[src/design/tcpqh_pkg.sv]
// ----------------------------------------------------------------------------
// tcpqh_pkg
// Shared types and sizes for the two-class priority queue with history:
// operation and status codes, storage depths and the command word that
// the front half hands to the back half.
// ----------------------------------------------------------------------------
package tcpqh_pkg;

  // Storage depths
  localparam int QUEUE_DEPTH   = 16;
  localparam int HISTORY_DEPTH = 32;
  localparam int CMD_DEPTH     = 2;

  // Derived widths
  localparam int QW  = (QUEUE_DEPTH > 1) ? $clog2(QUEUE_DEPTH) : 1;
  localparam int QCW = $clog2(QUEUE_DEPTH + 1);
  localparam int HW  = (HISTORY_DEPTH > 1) ? $clog2(HISTORY_DEPTH) : 1;
  localparam int HCW = $clog2(HISTORY_DEPTH + 1);
  localparam int CW  = (CMD_DEPTH > 1) ? $clog2(CMD_DEPTH) : 1;
  localparam int CCW = $clog2(CMD_DEPTH + 1);

  localparam int VALUE_W = 32;

  localparam logic signed [VALUE_W-1:0] THRESHOLD_RESET = 32'sd5000;

  // Operation codes
  typedef enum logic [1:0] {
    OP_ENQ   = 2'd0,
    OP_DEQ   = 2'd1,
    OP_DRAIN = 2'd2,
    OP_NONE  = 2'd3
  } op_e;

  // Status codes
  typedef enum logic [1:0] {
    ST_OK    = 2'd0,
    ST_QFULL = 2'd1,
    ST_EMPTY = 2'd2,
    ST_HFULL = 2'd3
  } status_e;

  // Classified request passed from front to back
  typedef struct packed {
    op_e                       op;
    logic                      is_high;
    logic signed [VALUE_W-1:0] value;
  } cmd_t;

endpackage

[src/design/two_class_priority_queue_with_history_top.sv]
// ----------------------------------------------------------------------------
// two_class_priority_queue_with_history_top
// Two-class strict priority queue whose dequeued values collect on a
// history stack that a drain request empties newest first.
// ----------------------------------------------------------------------------
// Each enqueue, dequeue or unused request yields one result, so such requests
// stream at one per cycle while the receiver takes every result; each passes
// the command queue, then the result register. A drain holds the back half
// until it has returned every history entry (at least one result), since the
// history stack gives up one entry per cycle; requests behind it wait in the
// two-entry command queue. The class threshold resets to 5000; the user must
// write it through its own port only while the block is idle; the block itself
// does not enforce this. Unwritten queue and history entries carry no reset.
// ----------------------------------------------------------------------------
module two_class_priority_queue_with_history_top
  import tcpqh_pkg::*;
(
  input  logic                      clk_i,
  input  logic                      rst_ni,
  input  logic                      cfg_valid_i,
  output logic                      cfg_ready_o,
  input  logic signed [VALUE_W-1:0] class_threshold_i,
  input  logic                      in_valid_i,
  output logic                      in_ready_o,
  input  logic [1:0]                operation_i,
  input  logic signed [VALUE_W-1:0] item_value_i,
  output logic                      out_valid_o,
  input  logic                      out_ready_i,
  output logic signed [VALUE_W-1:0] out_value_o,
  output logic                      has_value_o,
  output logic [1:0]                status_o,
  output logic                      last_o
);

  logic fr_valid, fr_ready, bk_valid, bk_ready;
  cmd_t fr_cmd, bk_cmd;

  // Accept and classify requests
  tcpqh_front u_front (
    .clk_i             (clk_i),
    .rst_ni            (rst_ni),
    .cfg_valid_i       (cfg_valid_i),
    .cfg_ready_o       (cfg_ready_o),
    .class_threshold_i (class_threshold_i),
    .in_valid_i        (in_valid_i),
    .in_ready_o        (in_ready_o),
    .operation_i       (operation_i),
    .item_value_i      (item_value_i),
    .cmd_ready_i       (fr_ready),
    .cmd_valid_o       (fr_valid),
    .cmd_o             (fr_cmd)
  );

  // Decouple front and back
  tcpqh_cmd_fifo u_cmd_fifo (
    .clk_i        (clk_i),
    .rst_ni       (rst_ni),
    .push_valid_i (fr_valid),
    .push_ready_o (fr_ready),
    .push_data_i  (fr_cmd),
    .pop_valid_o  (bk_valid),
    .pop_ready_i  (bk_ready),
    .pop_data_o   (bk_cmd)
  );

  // Carry out commands
  tcpqh_back u_back (
    .clk_i       (clk_i),
    .rst_ni      (rst_ni),
    .cmd_valid_i (bk_valid),
    .cmd_ready_o (bk_ready),
    .cmd_i       (bk_cmd),
    .out_valid_o (out_valid_o),
    .out_ready_i (out_ready_i),
    .out_value_o (out_value_o),
    .has_value_o (has_value_o),
    .status_o    (status_o),
    .last_o      (last_o)
  );

endmodule

[src/design/tcpqh_front.sv]
// ----------------------------------------------------------------------------
// tcpqh_front
// Front half: holds the class threshold register, takes input requests
// and classifies enqueue values into the low or high class.
// ----------------------------------------------------------------------------
module tcpqh_front
  import tcpqh_pkg::*;
(
  input  logic                      clk_i,
  input  logic                      rst_ni,
  input  logic                      cfg_valid_i,
  output logic                      cfg_ready_o,
  input  logic signed [VALUE_W-1:0] class_threshold_i,
  input  logic                      in_valid_i,
  output logic                      in_ready_o,
  input  logic [1:0]                operation_i,
  input  logic signed [VALUE_W-1:0] item_value_i,
  input  logic                      cmd_ready_i,
  output logic                      cmd_valid_o,
  output cmd_t                      cmd_o
);

  logic signed [VALUE_W-1:0] threshold_q;

  // Hold the threshold; writes are always taken
  assign cfg_ready_o = 1'b1;

  always_ff @(posedge clk_i or negedge rst_ni) begin
    if (!rst_ni) begin
      threshold_q <= THRESHOLD_RESET;
    end else if (cfg_valid_i) begin
      threshold_q <= class_threshold_i;
    end
  end

  // Classify the request and pass it on
  assign in_ready_o  = cmd_ready_i;
  assign cmd_valid_o = in_valid_i;

  always_comb begin
    cmd_o.op      = op_e'(operation_i);
    cmd_o.is_high = !(item_value_i < threshold_q);
    cmd_o.value   = item_value_i;
  end

endmodule

[src/design/tcpqh_cmd_fifo.sv]
// ----------------------------------------------------------------------------
// tcpqh_cmd_fifo
// Short command queue between front and back so that each side can
// stall on its own.
// ----------------------------------------------------------------------------
module tcpqh_cmd_fifo
  import tcpqh_pkg::*;
(
  input  logic clk_i,
  input  logic rst_ni,
  input  logic push_valid_i,
  output logic push_ready_o,
  input  cmd_t push_data_i,
  output logic pop_valid_o,
  input  logic pop_ready_i,
  output cmd_t pop_data_o
);

  cmd_t           mem_q [CMD_DEPTH];
  logic [CW-1:0]  wr_ptr_q, rd_ptr_q;
  logic [CCW-1:0] cnt_q;
  logic           push, pop;

  assign push_ready_o = (cnt_q != CCW'(CMD_DEPTH));
  assign pop_valid_o  = (cnt_q != '0);
  assign pop_data_o   = mem_q[rd_ptr_q];
  assign push         = push_valid_i && push_ready_o;
  assign pop          = pop_valid_o && pop_ready_i;

  // Store entries
  always_ff @(posedge clk_i) begin
    if (push) begin
      mem_q[wr_ptr_q] <= push_data_i;
    end
  end

  // Advance pointers and count
  always_ff @(posedge clk_i or negedge rst_ni) begin
    if (!rst_ni) begin
      wr_ptr_q <= '0;
      rd_ptr_q <= '0;
      cnt_q    <= '0;
    end else begin
      if (push) begin
        wr_ptr_q <= (wr_ptr_q == CW'(CMD_DEPTH - 1)) ? '0 : wr_ptr_q + 1'b1;
      end
      if (pop) begin
        rd_ptr_q <= (rd_ptr_q == CW'(CMD_DEPTH - 1)) ? '0 : rd_ptr_q + 1'b1;
      end
      if (push && !pop) begin
        cnt_q <= cnt_q + 1'b1;
      end else if (pop && !push) begin
        cnt_q <= cnt_q - 1'b1;
      end
    end
  end

endmodule

[src/design/tcpqh_back.sv]
// ----------------------------------------------------------------------------
// tcpqh_back
// Back half: carries out commands against the low and high ring buffers
// and the history stack, and drives the result register.
// ----------------------------------------------------------------------------
module tcpqh_back
  import tcpqh_pkg::*;
(
  input  logic                      clk_i,
  input  logic                      rst_ni,
  input  logic                      cmd_valid_i,
  output logic                      cmd_ready_o,
  input  cmd_t                      cmd_i,
  output logic                      out_valid_o,
  input  logic                      out_ready_i,
  output logic signed [VALUE_W-1:0] out_value_o,
  output logic                      has_value_o,
  output logic [1:0]                status_o,
  output logic                      last_o
);

  function automatic logic [QW-1:0] qptr_next(input logic [QW-1:0] p);
    return (p == QW'(QUEUE_DEPTH - 1)) ? '0 : p + 1'b1;
  endfunction

  logic signed [VALUE_W-1:0] low_mem_q  [QUEUE_DEPTH];
  logic signed [VALUE_W-1:0] high_mem_q [QUEUE_DEPTH];
  logic signed [VALUE_W-1:0] hist_mem_q [HISTORY_DEPTH];

  logic [QW-1:0]  low_head_q, low_tail_q, high_head_q, high_tail_q;
  logic [QCW-1:0] low_cnt_q, high_cnt_q;
  logic [HCW-1:0] hist_cnt_q, hist_cnt_m1;
  logic [HW-1:0]  hist_wr_idx, hist_rd_idx;

  logic                      out_valid_q;
  logic signed [VALUE_W-1:0] out_value_q;
  logic                      has_value_q, last_q;
  status_e                   status_q;

  logic                      step;
  logic                      low_full, high_full, low_any, high_any, hist_full;
  logic signed [VALUE_W-1:0] deq_val;
  logic                      low_push, high_push, low_pop, high_pop, hist_push, hist_pop;
  logic signed [VALUE_W-1:0] res_value;
  logic                      res_has, res_last;
  status_e                   res_status;

  assign low_full    = (low_cnt_q == QCW'(QUEUE_DEPTH));
  assign high_full   = (high_cnt_q == QCW'(QUEUE_DEPTH));
  assign low_any     = (low_cnt_q != '0);
  assign high_any    = (high_cnt_q != '0);
  assign hist_full   = (hist_cnt_q == HCW'(HISTORY_DEPTH));
  assign hist_cnt_m1 = hist_cnt_q - 1'b1;
  assign hist_rd_idx = hist_cnt_m1[HW-1:0];
  assign hist_wr_idx = hist_cnt_q[HW-1:0];
  assign deq_val     = low_any ? low_mem_q[low_head_q] : high_mem_q[high_head_q];

  // Work on the head command when the result register can take a result
  assign step        = cmd_valid_i && (!out_valid_q || out_ready_i);
  // Drop the command once its final result is produced
  assign cmd_ready_o = step && res_last;

  // Decode the command into updates and one result
  always_comb begin
    low_push   = 1'b0;
    high_push  = 1'b0;
    low_pop    = 1'b0;
    high_pop   = 1'b0;
    hist_push  = 1'b0;
    hist_pop   = 1'b0;
    res_value  = '0;
    res_has    = 1'b0;
    res_last   = 1'b1;
    res_status = ST_OK;
    case (cmd_i.op)
      OP_ENQ: begin
        if (cmd_i.is_high) begin
          if (high_full) res_status = ST_QFULL;
          else           high_push  = 1'b1;
        end else begin
          if (low_full) res_status = ST_QFULL;
          else          low_push   = 1'b1;
        end
      end
      OP_DEQ: begin
        if (!low_any && !high_any) begin
          res_status = ST_EMPTY;
        end else begin
          low_pop  = low_any;
          high_pop = !low_any;
          if (hist_full) res_status = ST_HFULL;
          else           hist_push  = 1'b1;
        end
      end
      OP_DRAIN: begin
        if (hist_cnt_q != '0) begin
          hist_pop  = 1'b1;
          res_value = hist_mem_q[hist_rd_idx];
          res_has   = 1'b1;
          res_last  = (hist_cnt_q == HCW'(1));
        end
      end
      default: ;
    endcase
  end

  // Write stores
  always_ff @(posedge clk_i) begin
    if (step && low_push) begin
      low_mem_q[low_tail_q] <= cmd_i.value;
    end
    if (step && high_push) begin
      high_mem_q[high_tail_q] <= cmd_i.value;
    end
    if (step && hist_push) begin
      hist_mem_q[hist_wr_idx] <= deq_val;
    end
  end

  // Advance ring pointers and counts
  always_ff @(posedge clk_i or negedge rst_ni) begin
    if (!rst_ni) begin
      low_head_q  <= '0;
      low_tail_q  <= '0;
      low_cnt_q   <= '0;
      high_head_q <= '0;
      high_tail_q <= '0;
      high_cnt_q  <= '0;
      hist_cnt_q  <= '0;
    end else if (step) begin
      if (low_push) begin
        low_tail_q <= qptr_next(low_tail_q);
        low_cnt_q  <= low_cnt_q + 1'b1;
      end
      if (low_pop) begin
        low_head_q <= qptr_next(low_head_q);
        low_cnt_q  <= low_cnt_q - 1'b1;
      end
      if (high_push) begin
        high_tail_q <= qptr_next(high_tail_q);
        high_cnt_q  <= high_cnt_q + 1'b1;
      end
      if (high_pop) begin
        high_head_q <= qptr_next(high_head_q);
        high_cnt_q  <= high_cnt_q - 1'b1;
      end
      if (hist_push) begin
        hist_cnt_q <= hist_cnt_q + 1'b1;
      end
      if (hist_pop) begin
        hist_cnt_q <= hist_cnt_m1;
      end
    end
  end

  // Hold the result until taken
  always_ff @(posedge clk_i or negedge rst_ni) begin
    if (!rst_ni) begin
      out_valid_q <= 1'b0;
    end else if (step) begin
      out_valid_q <= 1'b1;
    end else if (out_ready_i) begin
      out_valid_q <= 1'b0;
    end
  end

  always_ff @(posedge clk_i) begin
    if (step) begin
      out_value_q <= res_value;
      has_value_q <= res_has;
      status_q    <= res_status;
      last_q      <= res_last;
    end
  end

  assign out_valid_o = out_valid_q;
  assign out_value_o = out_value_q;
  assign has_value_o = has_value_q;
  assign status_o    = status_q;
  assign last_o      = last_q;

endmodule

[config.mk]
export PLATFORM = sky130hd
export DESIGN_NAME = two_class_priority_queue_with_history_top
export DESIGN_NICKNAME = d
export VERILOG_FILES = /design/src/design/tcpqh_pkg.sv /design/src/design/two_class_priority_queue_with_history_top.sv /design/src/design/tcpqh_front.sv /design/src/design/tcpqh_cmd_fifo.sv /design/src/design/tcpqh_back.sv
export SDC_FILE = /design/constraint.sdc
export NUM_CORES = 2
export LEC_CHECK = 0
export BUFFER_PORTS_ARGS = -buffer_cell sky130_fd_sc_hd__buf_2
export CORE_MARGIN = 1.5
export CORE_UTILIZATION = 45
export DETAILED_ROUTE_END_ITERATION = 8
export HOLD_SLACK_MARGIN = 0.1
export PLACE_DENSITY = 0.69
export SETUP_SLACK_MARGIN = 0.3
export SYNTH_ARGS = -nofsm -noshare
export SYNTH_HDL_FRONTEND = slang
export SYNTH_HIERARCHICAL = 1
export SYNTH_SLANG_ARGS = --single-unit
[constraint.sdc]
create_clock -name clk_i -period 6.5 [get_ports clk_i]
set_input_delay 0.65 -clock clk_i [delete_from_list [all_inputs] [get_ports clk_i]]
set_output_delay 0.65 -clock clk_i [all_outputs]
set_load 0.02 [all_outputs]
==> results.md <==
* F_max at 220 MHz
* Top-count cell post-synth: edfxtp_1
* Count of cells resized by post-cts repair at 0
* Final #Nets at 4700
* Setup TNS at 0 ps
* Final hold slack at 170 ps
* CP max FO at 51
* Clock-pin slew on the worst setup and hold paths at 60 ps
* Dpl hpwl at 112000 um
* Yosys cell types at 64
* Vias in the first global route at 44200
* Max Cap Viol at 0
* CP max stage delay at 940 ps
* P_leak at 31.6 nW
* R2r worst-path depth at 7
* Die area at 196000 um2
* Cells after Synth at 4374
* Clock Latency Late Sink at 850 ps
* GRT Overall Usage at 20.6%
* Setup Skew at 34.0 ps
* Mapped Nets at 4500
* Fin crit period at 4550 ps
* Cell Area, Placed at 90800 um2
* Largest net degree at the start of global routing at 125
* Part of the cycle the worst path needs at 70.0%
* Global route overflow at 0
* Layout cells sized above 1 at 23.9%
* Via count at 43400
* Die H at 443 um
* EDFF count, synth at 2154
* Crit Path Category: reg2reg
* Final worst slack at 1950 ps
* Most used cell, CP: buf_4
* Post-layout instance area at 98100 um2
* Pre-CTS setup slack at 1850 ps
* Core Area at 192000 um2
* Wire length of the first global-routing pass at 297000 um
* Yosys warning count at 6
* Power density cells at 478 nW/um2
* CTS buffer count at 207
* Worst vdd ir at 504 uV
* Antenna-violating nets left at 0
* Unrepaired setup endpoints after global routing: false
* Worst flop-to-flop path startpoint: u_back/hist_cnt_q[0]
* H-tree depth at 4
* HP Start: out_ready_i
* Starting density of the core at 45.2%
* Cell depth of the worst setup path at 7
* Post-synth top cells: edfxtp_1 (2154), mux4_2 (416), nand2_1 (355)
* IO Pins at 110
* Slew Viols, Final at 0
* Dpl cells at 6824
* GPL Wtd Cong at 0.813
* CTS sink count at 2223
* Share of Yosys cell area claimed by the top area cell type at 74.4%
* Cell family with most CP delay: buffers and inverters
* Post-route DRC at 0
* Seq/Total Area, Yosys at 76.4%
* Startpoint class of the critical path: flip-flop
* Input/output buffers at 108
* Post-synth ARST share at 3.10%
* Critical Path Sink Type: flip-flop
* Status: completed
* Detailed Routing Iterations Pass 1 at 6
* Clock Tree Root: clkbuf_16
* Main synth FF type: edfxtp_1
* Seq cells post-synth at 2223
* WL final at 203000 um
* CTS max path bufs at 3
* Final hold violation count at 0
* Slew @ Worst Pin at 1410 ps
* Arrival @ worst endpoint at 5110 ps
* Avg Synthesized Cell Area at 19.9 um2
* Initial antenna violation count at 13
* CP bufs+invs at 3
* HP Class: in2reg
* Non-filler instance count after layout at 7280
* Routed len/inst at 27.9 um
* Cell Chain, Critical Path: buf_4, buf_4, buf_4, mux4_2, nand2_1, a21oi_1, or4_1
* Leading area contributor after synthesis: edfxtp_1
* Largest cells by area after synthesis: edfxtp_1 (74%), mux4_2 (11%), dfrtp_1 (1.8%), mux2i_1 (1.6%), nand2_1 (1.5%)
* Synth Cell Area at 86900 um2
* FP Rows at 161
* Vias per cell at 5.96
* Crit path from: u_back/hist_cnt_q[0]
* Slew HR at 5.67%
* Crit-path slowest cell: buf_4
* Synth-to-layout area growth at 12.8%
* # setup viols final at 0
* Worst hold stages at 3
* CTS tree: done
* Worst EP required at 7060 ps
* Die W at 443 um
* Starting DRC count in detailed routing at 4982
-- routing by layer --
layer | track usage [%] | wire [um]
met5 | 0 | 32
met3 | 4.48 | 19700
met2 | 33.4 | 98200
met4 | 6.06 | 4980
met1 | 28.2 | 80300
-- cell families (layout without fill, tap and decap cells) --
logic type	count (synthesis)	after routing	share of synthesized area (%)
AO/OA/AOI/OAI	486	486	3.67
XOR/XNOR	26	26	0.271
adder cells (fa/ha/maj)	55	55	0.809
buffers and inverters	361	735	2.08
flip-flops	2223	2223	76.4
multiplexers	657	657	13.8
other	1	7	0.00431
AND/OR/NAND/NOR	565	565	2.95
-- worst reg2reg max path, delay by kind of cell, from the launching register on --
family	cells	cell delay (ps)
DFF	1	400
buffers and inverters	3	2460
and+or+nand+nor	2	680
AOI/OAI and AO/OA	1	90
muxes	1	660
-- state kept, by name, indices dropped and copies added (netlist names), 4 cells and up --
name / cells
u_back/low_mem_q: 512
u_cmd_fifo/mem_q: 70
u_front/threshold_q: 32
u_back/hist_mem_q: 1024
u_back/high_mem_q: 512
u_back/low_cnt_q: 5
u_back/out_value_o: 32
u_back/high_tail_q: 4
u_back/low_head_q: 4
u_back/low_tail_q: 4
u_back/hist_cnt_q: 6
u_back/high_cnt_q: 5
u_back/high_head_q: 4
-- worst paths after layout --
check	to	slack, ps
hold reg to reg	u_cmd_fifo/cnt_q[1]	500
hold / removal	u_back/out_valid_o	170
setup reg to reg	u_back/out_value_o[3]	1950
setup / recovery	u_back/out_value_o[3]	1950
min in group asynchronous	u_front/threshold_q[0]	230
max in group asynchronous	u_back/hist_cnt_q[0]	5110
-- area by class of cell --
class | count | area, um2
clock inverter | 118 | 1130
inverter | 92 | 345
sequential | 2223 | 66400
multi-input combinational | 1790 | 19500
clock buffer | 265 | 5490
timing repair buffer | 260 | 1950
fill | 14900 | 94100
tap | 2526 | 3160
antenna | 6 | 15.0
-- power by group --
group / internal [mW] / switching, mW
logic: 4.92 / 9.92
registers: 19.6 / 0.559
clock network: 6.71 / 5.17
total: 31.2 / 15.6
-- through the flow --
stage / total power, mW / utilization (%)
final: 46.9 / 51.0
after global routing: 48.6 / 51.0
after CTS: 47.1 / 51.0
after detailed placement: 35.3 / 47.2
after global placement: 34.9 / 47.2
after floorplan: 29.7 / -
-- what timing repair did --
action | CTS | global route
hold buffers | 67 | 0
hold endpoints to repair | 120 | 0
buffers inserted | 0 | 0
-- placed cells by master (no fill, tap or decap), drive strengths merged, types with 53 or more instances in the layout --
master	count
clkbuf	265
clkinv	82
nor2	60
ha	53
mux2i	136
nand2	355
mux2	105
dlygate4sd3	67
a21oi	147
inv	100
o21ai	113
mux4	416
o221ai	99
buf	193
edfxtp	2154
dfrtp	64
No activity file was read; power rests on OpenSTA's default activity.
